**src/rtl/lens_undistort_fixed_iter_defines.svh**
```systemverilog
// Assertion macros shared by the lens undistortion RTL.
// Depends on nothing; included by modules that assert.
`ifndef LENS_UNDISTORT_FIXED_ITER_DEFINES_SVH
`define LENS_UNDISTORT_FIXED_ITER_DEFINES_SVH
`ifndef SYNTHESIS
`define LU_ASSERT_IMPL(lbl, clk, rst_n, ante, cons) \
    lbl: assert property (@(posedge clk) disable iff (!rst_n) (ante) |-> (cons)) \
        else $error("lens undistort check failed");
`define LU_ASSERT_NEXT(lbl, clk, rst_n, ante, cons) \
    lbl: assert property (@(posedge clk) disable iff (!rst_n) (ante) |=> (cons)) \
        else $error("lens undistort check failed");
`else
`define LU_ASSERT_IMPL(lbl, clk, rst_n, ante, cons)
`define LU_ASSERT_NEXT(lbl, clk, rst_n, ante, cons)
`endif
`endif

```
**src/rtl/ludist_pkg.sv**
```systemverilog
// Package for lens undistortion: Q4.27 types, constants and helper functions.
// No dependencies.
`default_nettype none
package ludist_pkg;
    localparam int ITERATIONS = 7;
    localparam int FRAC_BITS  = 27;
    localparam int LIFT_SHIFT = 9;
    localparam int CFG_IDX_W  = 3;

    typedef logic signed [31:0] t_q;

    typedef enum logic [CFG_IDX_W-1:0] {
        REG_INV_FX = 3'd0, REG_INV_FY = 3'd1, REG_OFF_X = 3'd2, REG_OFF_Y = 3'd3,
        REG_K1 = 3'd4, REG_K2 = 3'd5, REG_P1 = 3'd6, REG_P2 = 3'd7
    } t_reg_idx;

    typedef struct packed {
        t_q k1;
        t_q k2;
        t_q p1;
        t_q p2;
    } t_coefs;

    // iterate state carried between stages
    typedef struct packed {
        t_q mx;
        t_q my;
        t_q x;
        t_q y;
    } t_pt;

    function automatic t_q sat(input logic signed [35:0] v);
        if (v > 36'sd2147483647)       sat = 32'sh7FFFFFFF;
        else if (v < -36'sd2147483648) sat = 32'sh80000000;
        else                           sat = v[31:0];
    endfunction

    // rounded Q4.27 product, saturated
    function automatic t_q qmul(input t_q a, input t_q b);
        logic signed [63:0] p;
        logic signed [36:0] s;
        p = a * b;
        s = 37'((p + 64'sd67108864) >>> FRAC_BITS);
        if (s > 37'sd2147483647)       qmul = 32'sh7FFFFFFF;
        else if (s < -37'sd2147483648) qmul = 32'sh80000000;
        else                           qmul = s[31:0];
    endfunction
endpackage
`default_nettype wire

```
**src/rtl/ludist_lift.sv**
```systemverilog
// Lift stage: pixel times inverse focal plus offset, two register stages.
// Depends on ludist_pkg.
`default_nettype none
module ludist_lift (
    input  wire logic          i_clk,
    input  wire logic          i_rst_n,
    input  wire logic          i_en,
    input  wire logic          i_valid,
    input  wire logic [15:0]   i_pix,
    input  wire logic [31:0]   i_inv,
    input  wire ludist_pkg::t_q i_off,
    output logic               o_valid,
    output ludist_pkg::t_q     o_m
);
    logic        r_v1;
    logic [47:0] r_prod;
    logic [47:0] n_prod;
    logic signed [40:0] n_sum;

    assign n_prod = 48'(i_pix) * 48'(i_inv);
    assign n_sum  = 41'((r_prod + 48'd256) >> ludist_pkg::LIFT_SHIFT) + 41'(i_off);

    always_ff @(posedge i_clk) begin
        if (!i_rst_n) begin
            r_v1    <= 1'b0;
            o_valid <= 1'b0;
        end else if (i_en) begin
            r_v1    <= i_valid;
            o_valid <= r_v1;
        end
    end

    always_ff @(posedge i_clk) begin
        if (i_en) begin
            r_prod <= n_prod;
            if (n_sum > 41'sd2147483647)       o_m <= 32'sh7FFFFFFF;
            else if (n_sum < -41'sd2147483648) o_m <= 32'sh80000000;
            else                               o_m <= n_sum[31:0];
        end
    end
endmodule
`default_nettype wire

```
**config.mk**
```make
export PLATFORM = sky130hd
export DESIGN_NAME = ludist_lift
export DESIGN_NICKNAME = d
export VERILOG_FILES = /design/src/rtl/lens_undistort_fixed_iter_defines.svh /design/src/rtl/ludist_pkg.sv /design/src/rtl/ludist_lift.sv
export SDC_FILE = /design/constraint.sdc
export NUM_CORES = 1
export LEC_CHECK = 0
export BUFFER_PORTS_ARGS = -buffer_cell sky130_fd_sc_hd__buf_4
export CAP_MARGIN = 10
export CORE_ASPECT_RATIO = 2
export CORE_MARGIN = 5
export CORE_UTILIZATION = 55
export CTS_CLUSTER_SIZE = 20
export DETAILED_ROUTE_END_ITERATION = 16
export PLACE_DENSITY = 0.76
export SETUP_SLACK_MARGIN = 0.02
export SYNTH_ARGS = -nofsm -noshare
export SYNTH_HDL_FRONTEND = slang
export SYNTH_SLANG_ARGS = --single-unit
export TNS_END_PERCENT = 30
```
**constraint.sdc**
```tcl
create_clock -name i_clk -period 7.5 [get_ports i_clk]
set_clock_uncertainty 0.15 [all_clocks]
set_input_delay 0.75 -clock i_clk [delete_from_list [all_inputs] [get_ports i_clk]]
set_output_delay 0.75 -clock i_clk [all_outputs]
set_load 0.005 [all_outputs]
```
After elaboration in Yosys (flattened, before gate mapping)
Cells that the tools add are included.
{"block": "classes", "addsub": 2, "n_mul": 1, "magnitude_cmp": 2, "n_mux": 1}
{"op": "$add A48 B9 Y48 const B", "n": 1}
{"op": "$mul A16 B32 Y48", "n": 1}
{"op": "$add A40 B32 Y41", "n": 1}
{"op": "$gt A41 B32 Y1 const B", "n": 1}
{"op": "$lt A41 B32 Y1 const B", "n": 1}
{"op": "$mux W32", "n": 1}
{"block": "word_totals", "ff_bits": 82, "inputBits": 84, "out_inout_bits": 33, "word_cells": 10}

Logic depth before layout (Yosys ltp)
Gate-level depths: netlist (run 1).
{"block": "logic_depth", "word_depth": 4, "mapped_depth": 25, "ltp_nobuf": 24}

Worst setup path before layout (run 1)
Ideal clock, no wire load.
{"block": "synth_path", "path_type": "in2reg", "startpoint": "input i_inv[10]", "endpoint": "register r_prod[47], data pin", "arrival_ps": 6722, "slack_ps": 362, "stages": 22, "path_buffers": 1, "path_cell_list": "clkbuf_1 nand2_1 fa_1 inv_1 fa_1 fa_1 fa_1 fa_1 inv_1 fa_1 inv_1 ha_1 a21o_1 a21o_1 a21oi_1 nand4b_1 a211oi_1 o21ai_1 a2111oi_2 o31ai_1 o41ai_1 xnor2_1"}
{"block": "synth_via", "elab_chain_len": 1}
{"element": "from (decl)", "line_no": "ludist_lift.sv:10", "rtl": "input wire logic [31:0] i_inv,"}
{"element": "$mul A16 B32 Y48", "line_no": "ludist_lift.sv:20", "rtl": "assign n_prod = 48'(i_pix) * 48'(i_inv);"}
{"element": "named net n_prod[47]", "line_no": "ludist_lift.sv:17", "rtl": "logic [47:0] n_prod;"}
{"element": "to (signal assigned)", "line_no": "ludist_lift.sv:35", "rtl": "r_prod <= n_prod;"}
{"element": "to (decl)", "line_no": "ludist_lift.sv:16", "rtl": "logic [47:0] r_prod;"}
The timed path passes the listed nets, and every way through them passes these cells.
A chain may end at the register's enable or synchronous reset.

Worst setup path after layout (run 1)
{"block": "layout_path", "startpoint": "input i_pix[10]", "endpoint": "register r_prod[46], data pin"}
{"block": "layout_via", "elab_chain_len": 1}
{"element": "from (decl)", "line_no": "ludist_lift.sv:9", "rtl": "input wire logic [15:0] i_pix,"}
{"element": "$mul A16 B32 Y48", "line_no": "ludist_lift.sv:20"}
{"element": "named net n_prod[46]", "line_no": "ludist_lift.sv:17"}
The timed path passes the listed nets, and every way through them passes these cells.

==> reports/qor.yml, run 1 <==
final_layout:
  final_cell_mix: "479 x inv_1, 418 x fa_1, 350 x nand2_1"
  post-route-util_pct: 60.3
  num-fill-cells: 3239
  final_common_cell: "inv_1"
  stdcell_area_um2: 22800
  area_growth_pct: 8.62
  fin_nets: 3070
  drive_gt1_share_pct: 9.57
cts:
  clock_path_buffers: 2
  clk_pin_slew_worst_paths_ns: 0.06
  cts_tree: "done"
  cts_buffers: 9
  h-tree-depth: 3
  post_cts.repair.setup_buffers: 0
  worstSkewPairLatency_ns: 0.35
  cts.sinks: 74
  cts_root_buf: "clkbuf_16"
die:
  die_w_um: 148
  num_io_pins: 117
  start_util_pct: 55.5
  die_area_um2: 42500
  die_h_um: 287
  rows: 101
  core_um2: 37900
sta:
  finalHoldViolations: 0
  worstMarginPinSlew_ns: 0.920
  setup-violations-final: 0
  fin_crit_ns: 7.18
  drv_slew: 0
  fin_crit_sh_pct: 95.7
  hold_slack_ns: 0.375
  setup_ws_ns: 0.322
  slew_headroom_pct: 38.7
  rsz0062_at_grt: "no"
  max_freq_mhz: 139
status:
  status: "finished clean"
min_path:
  hold_path_startpoint: "r_v1"
  hold_path_class: "reg -> reg"
  min_to: "r_v1"
  hold_path_depth: 2
placement:
  place_congestion: 0.945
  dpl.hpwl_um: 46200
  place_area_um2: 22500
  dp_slack_ns: -0.221
  port_buffers: 116
routing:
  wl_per_cell_um: 19.5
  dr.first_iter.drc_count: 898
  dr.pass1.iters: 5
  ant_nets: 0
  wl_um: 56100
  drc: 0
  num_vias: 16400
  avgViaCountPerCell: 5.69
synthesis:
  async_reset_ff_share_pct: 0
  syn_avg_cell_area_um2: 9.06
  yosysWarnings: 0
  synth_area_um2: 21000
  synth_nets: 2982
  ys_ff_latch: 74
  synth-seq-area-share_pct: 10.5
  yosysUniqueCellTypes: 63
  synthFlopType: "edfxtp_1"
  synth_edf_count: 72
  postSynthCellCount: 2322
grt:
  grt-ovfl-total: 0
  track_usage_pct: 27.5
  grt_pass1_wl_um: 92300
  grt_max_degree: 75
  antenna_found_initial: 1
  first_global_vias: 18600
run:
  drv_cap: 0
critical_path:
  cp-end-kind: "flip-flop"
  rr_startpoint: "r_prod[10]"
  path_class: "in -> reg"
  regToRegSetupSlack_ns: 1.75
  reg2reg_depth: 19
  reg2reg_to: "o_m[0]"
  worst-path-max-fanout: 16
  worst_setup_path_start_kind: "input pin"
  cp_data_arrival_time_ns: 7.13
  critical_path_required_ns: 7.45
## metrics by stage
| step | std cells | TNS, ns |
|---|---|---|
| floorplan | 2322 | 0 |
| global placement | 2862 | -0.434 |
| detailed placement | 2862 | -0.945 |
| CTS | 2878 | 0 |
| global route | 2879 | 0 |
| finish | 2879 | 0 |
## how the worst max path moves through the flow
stage | start | to | slack [ns]
after floorplan | i_inv[10] | r_prod[47] | 0.36
after global placement | i_pix[1] | r_prod[46] | -0.17
after detailed placement | i_pix[1] | r_prod[46] | -0.22
after CTS | i_pix[1] | r_prod[46] | 0.14
after global routing | i_pix[10] | r_prod[46] | 0.03
final | i_pix[10] | r_prod[46] | 0.32
## cells by family after synthesis
kind of cell / share of synthesized area [%]
simple gates: 16.9
compound gates: 8.28
flops: 10.5
xor+xnor: 4.66
mux: 0.0952
fa+ha+maj: 49.2
buf+inv: 10.4
## cell type report
cell class / instances / area [um^2] / area share, %
antenna: 1 / 2.50 / 0.0110
clock buffer: 9 / 225 / 0.986
clock inverter: 7 / 60.1 / 0.263
inverter: 479 / 1800 / 7.87
multi-input combinational: 1673 / 16700 / 73.0
sequential: 74 / 2200 / 9.64
tap: 463 / 579 / 2.54
timing repair buffer: 173 / 1310 / 5.72
## sequential cells by signal, indices dropped and copies added, names as in the netlist
signal	cells
r_prod	40
r_v1	1
o_m	32
o_valid	1
## layer usage
metal / global-route usage [%] / routed length, um / up-vias
met5: 0 / 0 / -
met4: 15.3 / 3600 / 0
li1: - / - / 7305
met3: 4.23 / 3600 / 212
met1: 29.3 / 19000 / 8184
met2: 51.0 / 29900 / 683
## cell usage after synthesis (29+ instances only)
library cell / n / share of area (%)
a21o_1: 34 / 1.2
a21oi_1: 74 / 1.8
a21oi_2: 30 / 1.2
and2_1: 217 / 6.5
clkbuf_1: 89 / 1.6
edfxtp_1: 72 / 10
fa_1: 418 / 40
ha_1: 158 / 9.4
inv_1: 479 / 8.5
nand2_1: 350 / 6.2
nand3_1: 29 / 0.69
nor2_1: 39 / 0.70
o21ai_0: 34 / 0.81
xnor2_1: 72 / 3.0
xor2_1: 40 / 1.7
## worst max-delay path, stage by stage
cell and delay [ns]:
buf_4 0.25, buf_4 0.26, nand2_1 0.09, fa_1 0.50, inv_1 0.05, fa_1 0.47
fa_1 0.52, fa_1 0.52, fa_1 0.54, inv_1 0.05, fa_1 0.58, inv_1 0.06
ha_1 0.24, a21o_1 0.17, a21o_1 0.18, a21oi_1 0.25, nand4b_1 0.15, a211oi_2 0.30
o21ai_1 0.20, a2111oi_4 0.37, buf_4 0.18, o311ai_1 0.14, a21oi_1 0.22, xnor2_1 0.08
## what timing repair did
action	CTS	global route
endpoints found under the setup margin	0	7
resized for setup	0	5
hold buffers	0	0
Power of run 1 is not shown: default switching activity piles up to over one toggle a cycle in this logic, so the estimate is an artifact.
==> inputs of run 2 (changes only) <==
Settings changed: PLACE_DENSITY 0.76 to 0.73, TNS_END_PERCENT 30 to 50.
Clock period 7.5 ns to 6.65 ns, I/O delays scaled along.
==> run 2 against run 1 <==
  * Setup slack got worse by 0.26 ns
  * Highest routed layer unchanged
  * Core utilization up 4.1 points
  * First-iteration DRC count down 30%
  * Global-route usage rose by 0.19 points
  * Clock-buffer cell count rose by 1
  * Die area did not move
  * Final cell count grew 4.8%
  * Hold slack is essentially flat
  * Sequential share of layout area decreased by 0.62 points
  * Via count up 2.2%
  * Critical endpoint unchanged
  * Design area is 6.8% higher
==> reports/qor.yml, run 2 (synthesis results as in run 1) <==
critical_path:
  path_class: "in -> reg"
  worst-path-max-fanout: 9
  cp-end-kind: "flip-flop"
  critical_path_required_ns: 6.61
  cp_data_arrival_time_ns: 6.55
  worst_setup_path_start_kind: "input pin"
grt:
  first_global_vias: 18900
  grt_max_degree: 75
  grt_util_met2_pct: 53.1
  track_usage_pct: 27.7
  grt_pass1_wl_um: 92800
  grt_busiest_layer: "met2"
  use_met3_pct: 3.49
  antenna_found_initial: 1
  use_met1_pct: 26.5
  grt-ovfl-total: 0
routing:
  dr.first_iter.drc_count: 631
  num_vias: 16700
  avgViaCountPerCell: 5.55
  wl_um: 57000
  drc: 0
  dr.pass1.iters: 5
  wl_per_cell_um: 18.9
  ant_nets: 0
final_layout:
  stdcell_area_um2: 24400
  drive_gt1_share_pct: 16.4
  final_common_cell: "inv_1"
  fin_nets: 3207
  max_flop_register: "r_prod"
  area_growth_pct: 16.0
  largestRegisters: "r_prod (40), o_m (32)"
  largest_reg_flops: 40
  final_cell_mix: "479 x inv_1, 409 x fa_1, 349 x nand2_1"
cts:
  worstSkewPairLatency_ns: 0.35
  cts_buffers: 9
  h-tree-depth: 3
  cts.sinks: 74
  clk_pin_slew_worst_paths_ns: 0.06
  clock_path_buffers: 2
  cts_root_buf: "clkbuf_16"
  cts_tree: "done"
sta:
  max_freq_mhz: 152
  finalHoldViolations: 0
  worstMarginPinSlew_ns: 0.902
  setup-violations-final: 0
  drv_slew: 0
  slew_headroom_pct: 39.9
  setup_ws_ns: 0.0616
  rsz0062_at_grt: "yes"
  fin_crit_sh_pct: 99.1
  fin_crit_ns: 6.59
min_path:
  hold_path_class: "reg -> reg"
die:
  core_um2: 37900
  start_util_pct: 55.5
  die_w_um: 148
  rows: 101
  die_area_um2: 42500
  num_io_pins: 117
  die_h_um: 287
run:
  drv_cap: 0
placement:
  place_area_um2: 23800
  dpl.hpwl_um: 49600
  dp_slack_ns: -0.591
  place_congestion: 1.03
  port_buffers: 116
status:
  status: "finished clean"
==> run 2: cell type report <==
class / instances / area, um^2
Clock inverter: 6 / 65.1
Clock buffer: 10 / 229
Tap cell: 463 / 579
Sequential cell: 74 / 2200
Timing Repair Buffer: 310 / 2590
Fill cell: 3122 / 13500
Multi-Input combinational cell: 1673 / 16900
Antenna cell: 1 / 2.50
Inverter: 479 / 1800
==> run 2: path summary, 6_finish.rpt <==
path	startpoint	end	slack, ns	cells past startpoint
worst max-delay path	i_inv[20]	r_prod[46]	0.06	23
worst min-delay path	r_v1	r_v1	0.37	2
worst max register to register	r_prod[10]	o_m[0]	0.69	20
worst min register to register	r_v1	r_v1	0.37	2
==> run 2: per-stage QoR <==
stage | instances | hold slack, ns | setup TNS, ns | util (%)
floorplan | 2322 | 0.332 | 0 | -
global placement | 2996 | 0.350 | -4.26 | 62.8
detailed placement | 2996 | 0.368 | -5.65 | 62.8
CTS | 3013 | 0.379 | 0 | 63.8
global route | 3016 | 0.391 | -0.362 | 64.4
finish | 3016 | 0.375 | 0 | 64.4
==> run 2: timing repair <==
action | in CTS | in global routing
endpoints found under the setup margin | 8 | 16
cloned | 0 | 0
setup buffers | 1 | 2
pin swaps | 8 | 14
hold buffers | 0 | 0
gates resized for setup | 11 | 47
==> run 2: routing by layer <==
metal	vias to the layer above	wire length, um
met2	559	31600
li1	7562	-
met3	272	2410
met1	8356	18200
met5	-	0
met4	0	4780
==> run 2: critical path: stages <==
cell and delay, ns:
buf_4 0.16, buf_4 0.17, nand2_1 0.09, fa_1 0.55
inv_1 0.06, fa_1 0.57, fa_1 0.44, fa_1 0.51
fa_1 0.51, inv_1 0.05, fa_1 0.49, inv_1 0.05
ha_1 0.28, nand4_1 0.11, or2_2 0.31, o22a_1 0.19
a211o_1 0.31, o21ai_2 0.22, a2111oi_4 0.10, buf_6 0.15
o311ai_4 0.33, a21oi_2 0.10, xnor2_1 0.13
Power of run 2 is left out for the same reason.
